## config.mk

```make
export PLATFORM = sky130hd
export DESIGN_NAME = sus_cell
export DESIGN_NICKNAME = d
export VERILOG_FILES = /design/src/rtl/sus_pkg.sv /design/src/rtl/sus_cell.sv
export SDC_FILE = /design/constraint.sdc
export NUM_CORES = 1
export LEC_CHECK = 0
export BUFFER_PORTS_ARGS = -buffer_cell sky130_fd_sc_hd__clkbuf_2
export CAP_MARGIN = 20
export CORE_MARGIN = 8
export CORE_UTILIZATION = 50
export CTS_BUF_LIST = sky130_fd_sc_hd__clkbuf_8
export CTS_CLUSTER_SIZE = 28
export DETAILED_ROUTE_END_ITERATION = 16
export PLACE_DENSITY = 0.87
export SYNTH_ARGS = -nofsm -noshare
export SYNTH_HDL_FRONTEND = slang
export SYNTH_SLANG_ARGS = --single-unit
```

## constraint.sdc

```tcl
create_clock -name clk -period 3.25 [get_ports clk]
set_input_delay 0.4875 -clock clk [delete_from_list [all_inputs] [get_ports clk]]
set_output_delay 0.4875 -clock clk [all_outputs]
set_load 0.02 [all_outputs]
```

## src/rtl/sus_pkg.sv

```systemverilog
package sus_pkg;

  localparam int unsigned VALUE_W = 32;
  localparam int unsigned COUNT_W = 7;

  typedef enum logic [1:0] {
    OP_INSERT = 2'd0,
    OP_REMOVE = 2'd1,
    OP_QUERY  = 2'd2,
    OP_SPARE  = 2'd3
  } opcode_t;

  typedef struct packed {
    logic [1:0]                opcode;
    logic signed [VALUE_W-1:0] value;
  } in_item_t;

  typedef struct packed {
    logic               was_present;
    logic [COUNT_W-1:0] count_after;
    logic               overflow;
  } out_item_t;

  // control broadcast from the sequencer to every cell
  typedef struct packed {
    logic cmp_en;
    logic ins;
    logic rem;
  } cell_ctl_t;

endpackage

```

## src/rtl/sus_cell.sv

```systemverilog
module sus_cell (
  input  logic                                clk,
  input  sus_pkg::cell_ctl_t                  ctl,
  input  logic signed [sus_pkg::VALUE_W-1:0]  key,
  input  logic                                valid,
  input  logic                                lt_prev,
  input  logic signed [sus_pkg::VALUE_W-1:0]  entry_prev,
  input  logic signed [sus_pkg::VALUE_W-1:0]  entry_next,
  output logic signed [sus_pkg::VALUE_W-1:0]  entry,
  output logic                                lt,
  output logic                                eq
);

  logic signed [sus_pkg::VALUE_W-1:0] entry_r, entry_nxt;
  logic                               lt_r, lt_nxt;
  logic                               eq_r, eq_nxt;

  always_comb begin
    lt_nxt    = lt_r;
    eq_nxt    = eq_r;
    entry_nxt = entry_r;
    if (ctl.cmp_en) begin
      lt_nxt = valid && (entry_r < key);
      eq_nxt = valid && (entry_r == key);
    end
    if (ctl.ins && !lt_r) begin
      // boundary cell takes the new key, cells above shift up
      entry_nxt = lt_prev ? key : entry_prev;
    end else if (ctl.rem && !lt_r) begin
      entry_nxt = entry_next;
    end
  end

  always_ff @(posedge clk) begin
    entry_r <= entry_nxt;
    lt_r    <= lt_nxt;
    eq_r    <= eq_nxt;
  end

  assign entry = entry_r;
  assign lt    = lt_r;
  assign eq    = eq_r;

endmodule

```

==> impl_metrics.env, run 1 <==
export IMPL_worstSkewPairLatency_ps=270
export IMPL_grt_pass1_vias=2361
export IMPL_cts_made_buffers=5
export IMPL_yosys_top_cells_area="edfxtp_1 40%, ha_1 16%, mux2i_1 13%, nand2_1 5.9%, o21ai_0 5.9%"
export IMPL_fin_skew_ps=4.41
export IMPL_synth_area_mm2=0.00253
export IMPL_diodes=0
export IMPL_hp_start="ctl[2]"
export IMPL_cp_data_required_time_ps=3280
export IMPL_p_per_area_mw_per_mm2=382
export IMPL_min_period_ps=2030
export IMPL_synth_fp_nets=396
export IMPL_htree_levels=2
export IMPL_setup_viol=0
export IMPL_die_area_mm2=0.00759
export IMPL_regArea_mm2=0.00102
export IMPL_r2r_end="lt"
export IMPL_design_portCount=136
export IMPL_rsz0062_at_grt="no"
export IMPL_wl_per_cell_um=14.7
export IMPL_clkSlewWorstSetupHoldPaths_ps=70
export IMPL_synth_most_common_cell="nand2_1"
export IMPL_path_cells="ha_1 > nand4_1 > nor4_1 > nor2_1 > a21oi_2 > mux2i_1"
export IMPL_cp_start_kind="flip-flop"
export IMPL_ir_drop_v=0.000270
export IMPL_tightest_slew_ps=995
export IMPL_tns_ps=0
export IMPL_die_h_um=87.1
export IMPL_fp_dieW_um=87.1
export IMPL_numPortBuffers=135
export IMPL_drc_errors=0
export IMPL_drive_above_1_share_pct=37.7
export IMPL_synth_top_cell_by_area="edfxtp_1"
export IMPL_globalplace_congestion=0.848
export IMPL_syn_to_final_growth_pct=31.9
export IMPL_antenna_found_initial=0
export IMPL_slowest_stage="nor4_1"
export IMPL_cp_top_family="simple AND/OR/NAND/NOR gates"
export IMPL_r2r_start="entry[31]"
export IMPL_whs_ps=444
export IMPL_routed_wl_um=6810
export IMPL_multiInputGateArea_mm2=0.00135
export IMPL_synth_seq_cells=34
export IMPL_maxCapViolCount=0
export IMPL_critPathMaxStageDelay_ps=550
export IMPL_ff2ff_path_depth=6
export IMPL_hold_viol=0
export IMPL_clockBufferDepth=2
export IMPL_cts_tree="done"
export IMPL_crit_arrival_ps=2060
export IMPL_grt_pass1_wl_um=10600
export IMPL_r2r_slack_ps=1220
export IMPL_via_per_inst=4.92
export IMPL_post_cts_resized=0
export IMPL_ys_flop_type="edfxtp_1"
export IMPL_critPathKind="reg2reg"
export IMPL_hold_path_class="in2reg"
export IMPL_cp_max_fo=3
export IMPL_ys_warn_count=0
export IMPL_finalWorstSetupSlack_ps=1220
export IMPL_path_buf_inv=0
export IMPL_yosysSeqAreaShare_pct=40.4
export IMPL_n_fill_cell=415
export IMPL_core_area_mm2=0.00501
export IMPL_async_flop_share_pct=0
export IMPL_initial_core_util_pct=50.5
export IMPL_cp_end_kind="flip-flop"
export IMPL_maxSlewHeadroom_pct=33.7
export IMPL_final_core_util_pct=66.6
export IMPL_cts_sinks=34
export IMPL_firstDrtPassIters=4
export IMPL_synth_edff_count=34
export IMPL_ant_nets=0
export IMPL_syn_inst=262
export IMPL_grt_overflow_total=0
export IMPL_cts_root_buffer="clkbuf_8"
export IMPL_grt_max_degree=65
export IMPL_max_freq_mhz=492
export IMPL_outcome="completed"
export IMPL_final_area_mm2=0.00334
export IMPL_cts_setup_buffers=0
export IMPL_synth_top_area_share_pct=40.4
export IMPL_dpl_hpwl_um=5710
export IMPL_grt_use_total_pct=17.6
export IMPL_rows=26
export IMPL_p_leak_nw=1.80
export IMPL_fin_crit_sh_pct=62.6
export IMPL_ys_types=24
export IMPL_holdPathStages=1
export IMPL_hold_end="lt"
export IMPL_drt_iter0_markers=68
export IMPL_nNetsFinal=528
export IMPL_synth_avg_cell_area_um2=9.66
export IMPL_yosys_top_cells_count="40 x nand2_1, 34 x edfxtp_1, 34 x inv_1"
export IMPL_report_final_slew_viol_count=0
export IMPL_dpl_cell_area_mm2=0.00327
export IMPL_postCtsHoldBufs=0
export IMPL_dr_total_vias=2276
export IMPL_pre_cts_ws_ps=1020
## stage by stage
stage          cells  power (W)
4_1_cts          463    0.00129
3_3_place_gp     457   0.000992
5_1_grt          463    0.00136
6_report         463    0.00127
2_1_floorplan    262   0.000842
3_5_place_dp     457    0.00101
## flip-flops by register name (all words and copies together), names as in the netlist
register	cells
entry	32
eq	1
lt	1
## worst reg2reg max path: cells and delay by family (launching register included)
kind,cells,cell delay [ps]
and+or+nand+nor,3,820
DFF,1,410
adders and majority gates,1,340
AOI/OAI and AO/OA,1,130
muxes,1,80
## cell type report
class                   instances  share of cell area (%)
flip-flops and latches         34                    30.6
well taps                      70                    2.62
clock buffers                   5                    2.06
inverters                      34                    3.82
repair buffers                136                    20.5
clock inverters                 1                   0.112
multi-input cells             183                    40.3
## metal layers
metal	track usage, %	wire length (µm)
met3	5.57	547
met4	3.28	42
met1	19.2	2820
met5	0	0
met2	32.4	3400
## worst max-delay path by stage
stage / start / to / slack, ps / cells after the start
floorplan: lt / entry[0] / 930 / 1
global placement: key[31] / lt / 1030 / 8
detailed placement: key[31] / lt / 1020 / 8
CTS: entry[31] / lt / 1240 / 6
global route: entry[31] / lt / 1050 / 6
finish: entry[31] / lt / 1220 / 6
## cell usage in the layout, fill, tap and decap left out, drive strengths merged
master / instances
nand2: 40
nor2: 4
inv: 34
clkbuf: 140
edfxtp: 34
nand3b: 1
nor3: 1
mux2i: 33
clkinv: 1
buf: 1
o21a: 2
a2111oi: 1
a22oi: 1
o21ai: 37
a21oi: 16
a21o: 2
nor4: 2
nand4: 6
nand2b: 2
ha: 32
nand3: 3
## kinds of logic (layout without fill, tap and decap cells)
group | Yosys count | in the layout | synth area share [%]
AOI/OAI and AO/OA | 59 | 59 | 13.4
buffers and inverters | 45 | 176 | 6.82
and+or+nand+nor | 59 | 59 | 10.6
DFF | 34 | 34 | 40.4
adders and majority gates | 32 | 32 | 15.8
muxes | 33 | 33 | 13.1
## power breakdown
group          switching [W]  total (W)  internal [W]
sequential         0.0000275   0.000577      0.000549
combinational       0.000245   0.000418      0.000173
clock               0.000140   0.000280      0.000140
total               0.000412    0.00127      0.000862
(Power assumes the default switching activity.)
==> run 2: changes to the inputs <==
- CORE_UTILIZATION: 50 -> 47
- PLACE_DENSITY: 0.87 -> 0.82
- clock period: 3.25 -> 2 ns (I/O delays scaled with it)
==> impl_metrics.env, run 2 (same netlist as run 1, synthesis figures left out) <==
export IMPL_outcome="completed"
export IMPL_maxCapViolCount=0
export IMPL_syn_to_final_growth_pct=35.2
export IMPL_numPortBuffers=135
export IMPL_firstDrtPassIters=4
export IMPL_wl_per_cell_um=14.6
export IMPL_report_final_slew_viol_count=0
export IMPL_worstSkewPairLatency_ps=280
export IMPL_die_area_mm2=0.00799
export IMPL_diodes=0
export IMPL_final_common_cell="clkbuf_2"
export IMPL_grt_use_total_pct=16.5
export IMPL_cts_tree="done"
export IMPL_htree_levels=2
export IMPL_grt_pass1_vias=2333
export IMPL_cts_root_buffer="clkbuf_8"
export IMPL_fin_skew_ps=6.19
export IMPL_globalplace_congestion=0.790
export IMPL_fp_dieW_um=89.4
export IMPL_min_period_ps=1870
export IMPL_antenna_found_initial=0
export IMPL_clkSlewWorstSetupHoldPaths_ps=70
export IMPL_cp_start_kind="flip-flop"
export IMPL_drc_errors=0
export IMPL_core_area_mm2=0.00514
export IMPL_initial_core_util_pct=49.2
export IMPL_whs_ps=257
export IMPL_largest_reg_flops=32
export IMPL_rows=26
export IMPL_tns_ps=0
export IMPL_dr_total_vias=2315
export IMPL_cts_sinks=34
export IMPL_p_leak_nw=1.84
export IMPL_grt_max_degree=65
export IMPL_via_per_inst=4.94
export IMPL_cts_made_buffers=5
export IMPL_routed_wl_um=6860
export IMPL_die_h_um=89.4
export IMPL_drt_iter0_markers=62
export IMPL_ant_nets=0
export IMPL_dpl_hpwl_um=5730
export IMPL_cp_data_required_time_ps=2130
export IMPL_max_freq_mhz=536
export IMPL_crit_arrival_ps=1990
export IMPL_tightest_slew_ps=434
export IMPL_clockBufferDepth=2
export IMPL_nNetsFinal=533
export IMPL_hold_path_class="in2reg"
export IMPL_fin_crit_sh_pct=93.4
export IMPL_critPathKind="reg2reg"
export IMPL_ir_drop_v=0.000315
export IMPL_grt_pass1_wl_um=10200
export IMPL_grt_overflow_total=0
export IMPL_hold_viol=0
export IMPL_cp_end_kind="flip-flop"
export IMPL_drive_above_1_share_pct=38.8
export IMPL_most_common_layout_cells="135 x clkbuf_2, 40 x nand2_1, 36 x inv_1"
export IMPL_rsz0062_at_grt="no"
export IMPL_design_portCount=136
export IMPL_setup_viol=0
export IMPL_cp_max_fo=2
export IMPL_p_per_area_mw_per_mm2=614
export IMPL_maxSlewHeadroom_pct=71.1
-- run 2: changes by cell type in the layout (fill, tap and decap cells not counted) --
cell,before,now
buf_4,1,5
inv_1,34,36
buf_12,0,1
clkinv_1,1,0
ha_1,32,31
ha_4,0,1
nor4_1,1,0
nor4_4,0,1
-- run 2: layout make-up --
cell class                      count  area (µm²)
Multi-Input combinational cell    183        1370
Fill cell                         449        1720
Inverter                           34         128
Timing Repair Buffer              141         733
Clock buffer                        5        68.8
Clock inverter                      2        7.51
Sequential cell                    34        1020
Tap cell                           70        87.6
-- run 2: what timing repair did --
| item | 4_1_cts | 5_1_grt |
|---|---|---|
| hold buffers | 0 | 0 |
| endpoints found under the hold margin | 0 | 0 |
| setup endpoints to repair | 0 | 2 |
| resized for setup | 0 | 3 |
| setup buffers | 0 | 2 |
-- run 2: where the power goes --
| group | switching, W | internal, W | total, W | leakage [nW] |
|---|---|---|---|---|
| Sequential | 0.0000450 | 0.000892 | 0.000937 | 0.336 |
| Combinational | 0.000408 | 0.000297 | 0.000706 | 1.46 |
| Clock | 0.000229 | 0.000229 | 0.000458 | 0.0466 |
-- run 2: worst paths after layout --
path	from	end	slack (ps)	cells after the start
min	ctl[2]	lt	260	1
min reg2reg	entry[1]	eq	850	3
max reg2reg	entry[9]	lt	130	6
max	entry[9]	lt	130	6
-- run 2: per-stage QoR --
stage	cells	instance area (µm²)	total power, W	util [%]	setup slack [ps]
2_1_floorplan	262	2530	0.00137	-	100
3_3_place_gp	460	3300	0.00162	64.2	95.8
3_5_place_dp	460	3300	0.00165	64.2	17.9
4_1_cts	467	3380	0.00211	65.7	45.6
5_1_grt	469	3420	0.00223	66.5	0.209
6_report	469	3420	0.00210	66.5	133
-- run 2: critical path: stages (launching register included) --
cell and delay, ps:
edfxtp_1 450, ha_4 300, nand4_1 170, nor4_4 330, a22oi_1 130, a21oi_2 150, mux2i_1 200
-- run 2: layer usage --
| metal | track usage (%) | up-vias | wire [µm] | part of all wire [%] |
|---|---|---|---|---|
| met5 | 0 | - | 0 | 0 |
| met4 | 4.98 | 0 | 77 | 1.1 |
| met3 | 4.78 | 9 | 680 | 9.9 |
| met2 | 29.6 | 88 | 3390 | 49 |
| met1 | 18.3 | 1015 | 2710 | 40 |
| li1 | - | 1203 | - | - |
==> run 3: changes to the inputs <==
- ABC_AREA: unset -> 1
==> impl_metrics.env, run 3 <==
export IMPL_final_core_util_pct=63.6
export IMPL_grt_pass1_vias=2795
export IMPL_fin_crit_sh_pct=87.8
export IMPL_hold_viol=0
export IMPL_postCtsHoldBufs=0
export IMPL_drive_above_1_share_pct=35.7
export IMPL_synth_top_area_share_pct=39.1
export IMPL_core_area_mm2=0.00544
export IMPL_yosys_top_cells_count="93 x nand2_1, 41 x nor2_1, 38 x inv_1"
export IMPL_cp_end_kind="flip-flop"
export IMPL_cp_data_required_time_ps=2040
export IMPL_cts_root_buffer="clkbuf_8"
export IMPL_htree_levels=2
export IMPL_rsz0062_at_grt="no"
export IMPL_clockBufferDepth=2
export IMPL_wl_per_cell_um=14.3
export IMPL_top_layer_used="met5"
export IMPL_final_common_cell="clkbuf_2"
export IMPL_m1WireLength_um=3030
export IMPL_diodes=0
export IMPL_ys_flop_type="edfxtp_1"
export IMPL_ir_drop_v=0.000365
export IMPL_synth_top_cell_by_area="edfxtp_1"
export IMPL_cts_setup_buffers=0
export IMPL_min_period_ps=1760
export IMPL_grt_pass1_wl_um=12600
export IMPL_drt_iter0_markers=82
export IMPL_maxCapViolCount=0
export IMPL_p_leak_nw=1.85
export IMPL_wl_met2_um=3720
export IMPL_die_h_um=90.6
export IMPL_ant_nets=0
export IMPL_design_portCount=136
export IMPL_cp_max_fo=2
export IMPL_dpl_hpwl_um=6090
export IMPL_cts_tree="done"
export IMPL_globalplace_congestion=0.845
export IMPL_worstSkewPairLatency_ps=280
export IMPL_dr_wl_met3_um=630
export IMPL_regArea_mm2=0.00102
export IMPL_yosysSeqAreaShare_pct=39.1
export IMPL_synth_seq_cells=34
export IMPL_yosys_top_cells_area="edfxtp_1 39%, ha_1 15%, nand2_1 13%, a31oi_1 7.7%, nor2_1 5.9%"
export IMPL_tns_ps=0
export IMPL_p_per_area_mw_per_mm2=663
export IMPL_hold_path_class="in2reg"
export IMPL_post_cts_resized=0
export IMPL_grt_overflow_total=0
export IMPL_syn_to_final_growth_pct=32.4
export IMPL_maxSlewHeadroom_pct=61.8
export IMPL_outcome="completed"
export IMPL_dr_total_vias=2614
export IMPL_critPathKind="reg2reg"
export IMPL_cts_made_buffers=5
export IMPL_clkSlewWorstSetupHoldPaths_ps=70
export IMPL_largest_reg_flops=32
export IMPL_cp_start_kind="flip-flop"
export IMPL_nNetsFinal=590
export IMPL_via_per_inst=4.94
export IMPL_grt_use_total_pct=18.3
export IMPL_numPortBuffers=135
export IMPL_finalWorstSetupSlack_ps=244
export IMPL_syn_inst=323
export IMPL_fp_dieW_um=90.6
export IMPL_report_final_slew_viol_count=0
export IMPL_synth_edff_count=34
export IMPL_ys_types=27
export IMPL_firstDrtPassIters=4
export IMPL_routed_wl_um=7540
export IMPL_pre_cts_ws_ps=233
export IMPL_antenna_found_initial=1
export IMPL_fin_skew_ps=5.26
export IMPL_most_common_layout_cells="135 x clkbuf_2, 93 x nand2_1, 40 x inv_1, 40 x nor2_1, 34 x edfxtp_1"
export IMPL_async_flop_share_pct=0
export IMPL_multiInputGateArea_mm2=0.00138
export IMPL_initial_core_util_pct=48.0
export IMPL_synth_fp_nets=457
export IMPL_rows=27
export IMPL_drc_errors=0
export IMPL_grt_max_degree=35
export IMPL_synth_area_mm2=0.00261
export IMPL_synth_most_common_cell="nand2_1"
export IMPL_die_area_mm2=0.00820
export IMPL_crit_arrival_ps=1800
export IMPL_total_power_w=0.00229
export IMPL_ys_warn_count=0
export IMPL_tightest_slew_ps=572
export IMPL_synth_avg_cell_area_um2=8.09
export IMPL_n_fill_cell=489
export IMPL_max_freq_mhz=569
export IMPL_setup_viol=0
export IMPL_cts_sinks=34
==> run 3: per-stage QoR <==
stage               hold WS [ps]  instances  cell area (µm²)
finish                       242        529             3460
global route                 232        529             3460
CTS                          232        529             3460
detailed placement           533        521             3350
global placement             529        521             3350
floorplan                    412        323             2620
==> run 3: cells by family after synthesis <==
| kind of cell | count (synthesis) | synth area share [%] |
|---|---|---|
| flops | 34 | 39.1 |
| buf+inv | 55 | 8.43 |
| compound gates | 52 | 12.4 |
| simple gates | 150 | 24.8 |
| fa+ha+maj | 32 | 15.3 |
==> run 3: final timing paths <==
check / from / to / slack [ps] / cells after the start
min reg2reg: entry[31] / lt / 920 / 5
max reg2reg: entry[27] / lt / 240 / 8
max: entry[27] / lt / 240 / 8
min: ctl[2] / eq / 240 / 1
==> run 3: cell type report <==
type	count	area share, %
Multi-Input combinational cell	234	39.9
Sequential cell	34	29.5
Timing Repair Buffer	139	20.4
Inverter	42	4.56
Tap cell	72	2.60
Clock buffer	5	1.99
Clock inverter	3	1.08
==> run 3: report_power, final <==
group / total, W / internal [W] / switching [W]
Clock: 0.000617 / 0.000363 / 0.000254
Sequential: 0.000937 / 0.000891 / 0.0000458
Combinational: 0.000739 / 0.000292 / 0.000447
==> run 3: critical path, stage by stage (launching register included) <==
cell,delay [ps]
edfxtp_1,420
ha_1,320
nand2_1,70
nor2_1,150
nand2_2,100
nor4_4,160
nand2_1,110
a21oi_1,140
nor2_1,60
==> run 3: layer usage <==
metal | track usage (%) | up-vias
li1 | - | 1354
met1 | 20.2 | 1159
met2 | 31.9 | 87
met3 | 6.07 | 12
met4 | 6.24 | 2
met5 | 0 | -
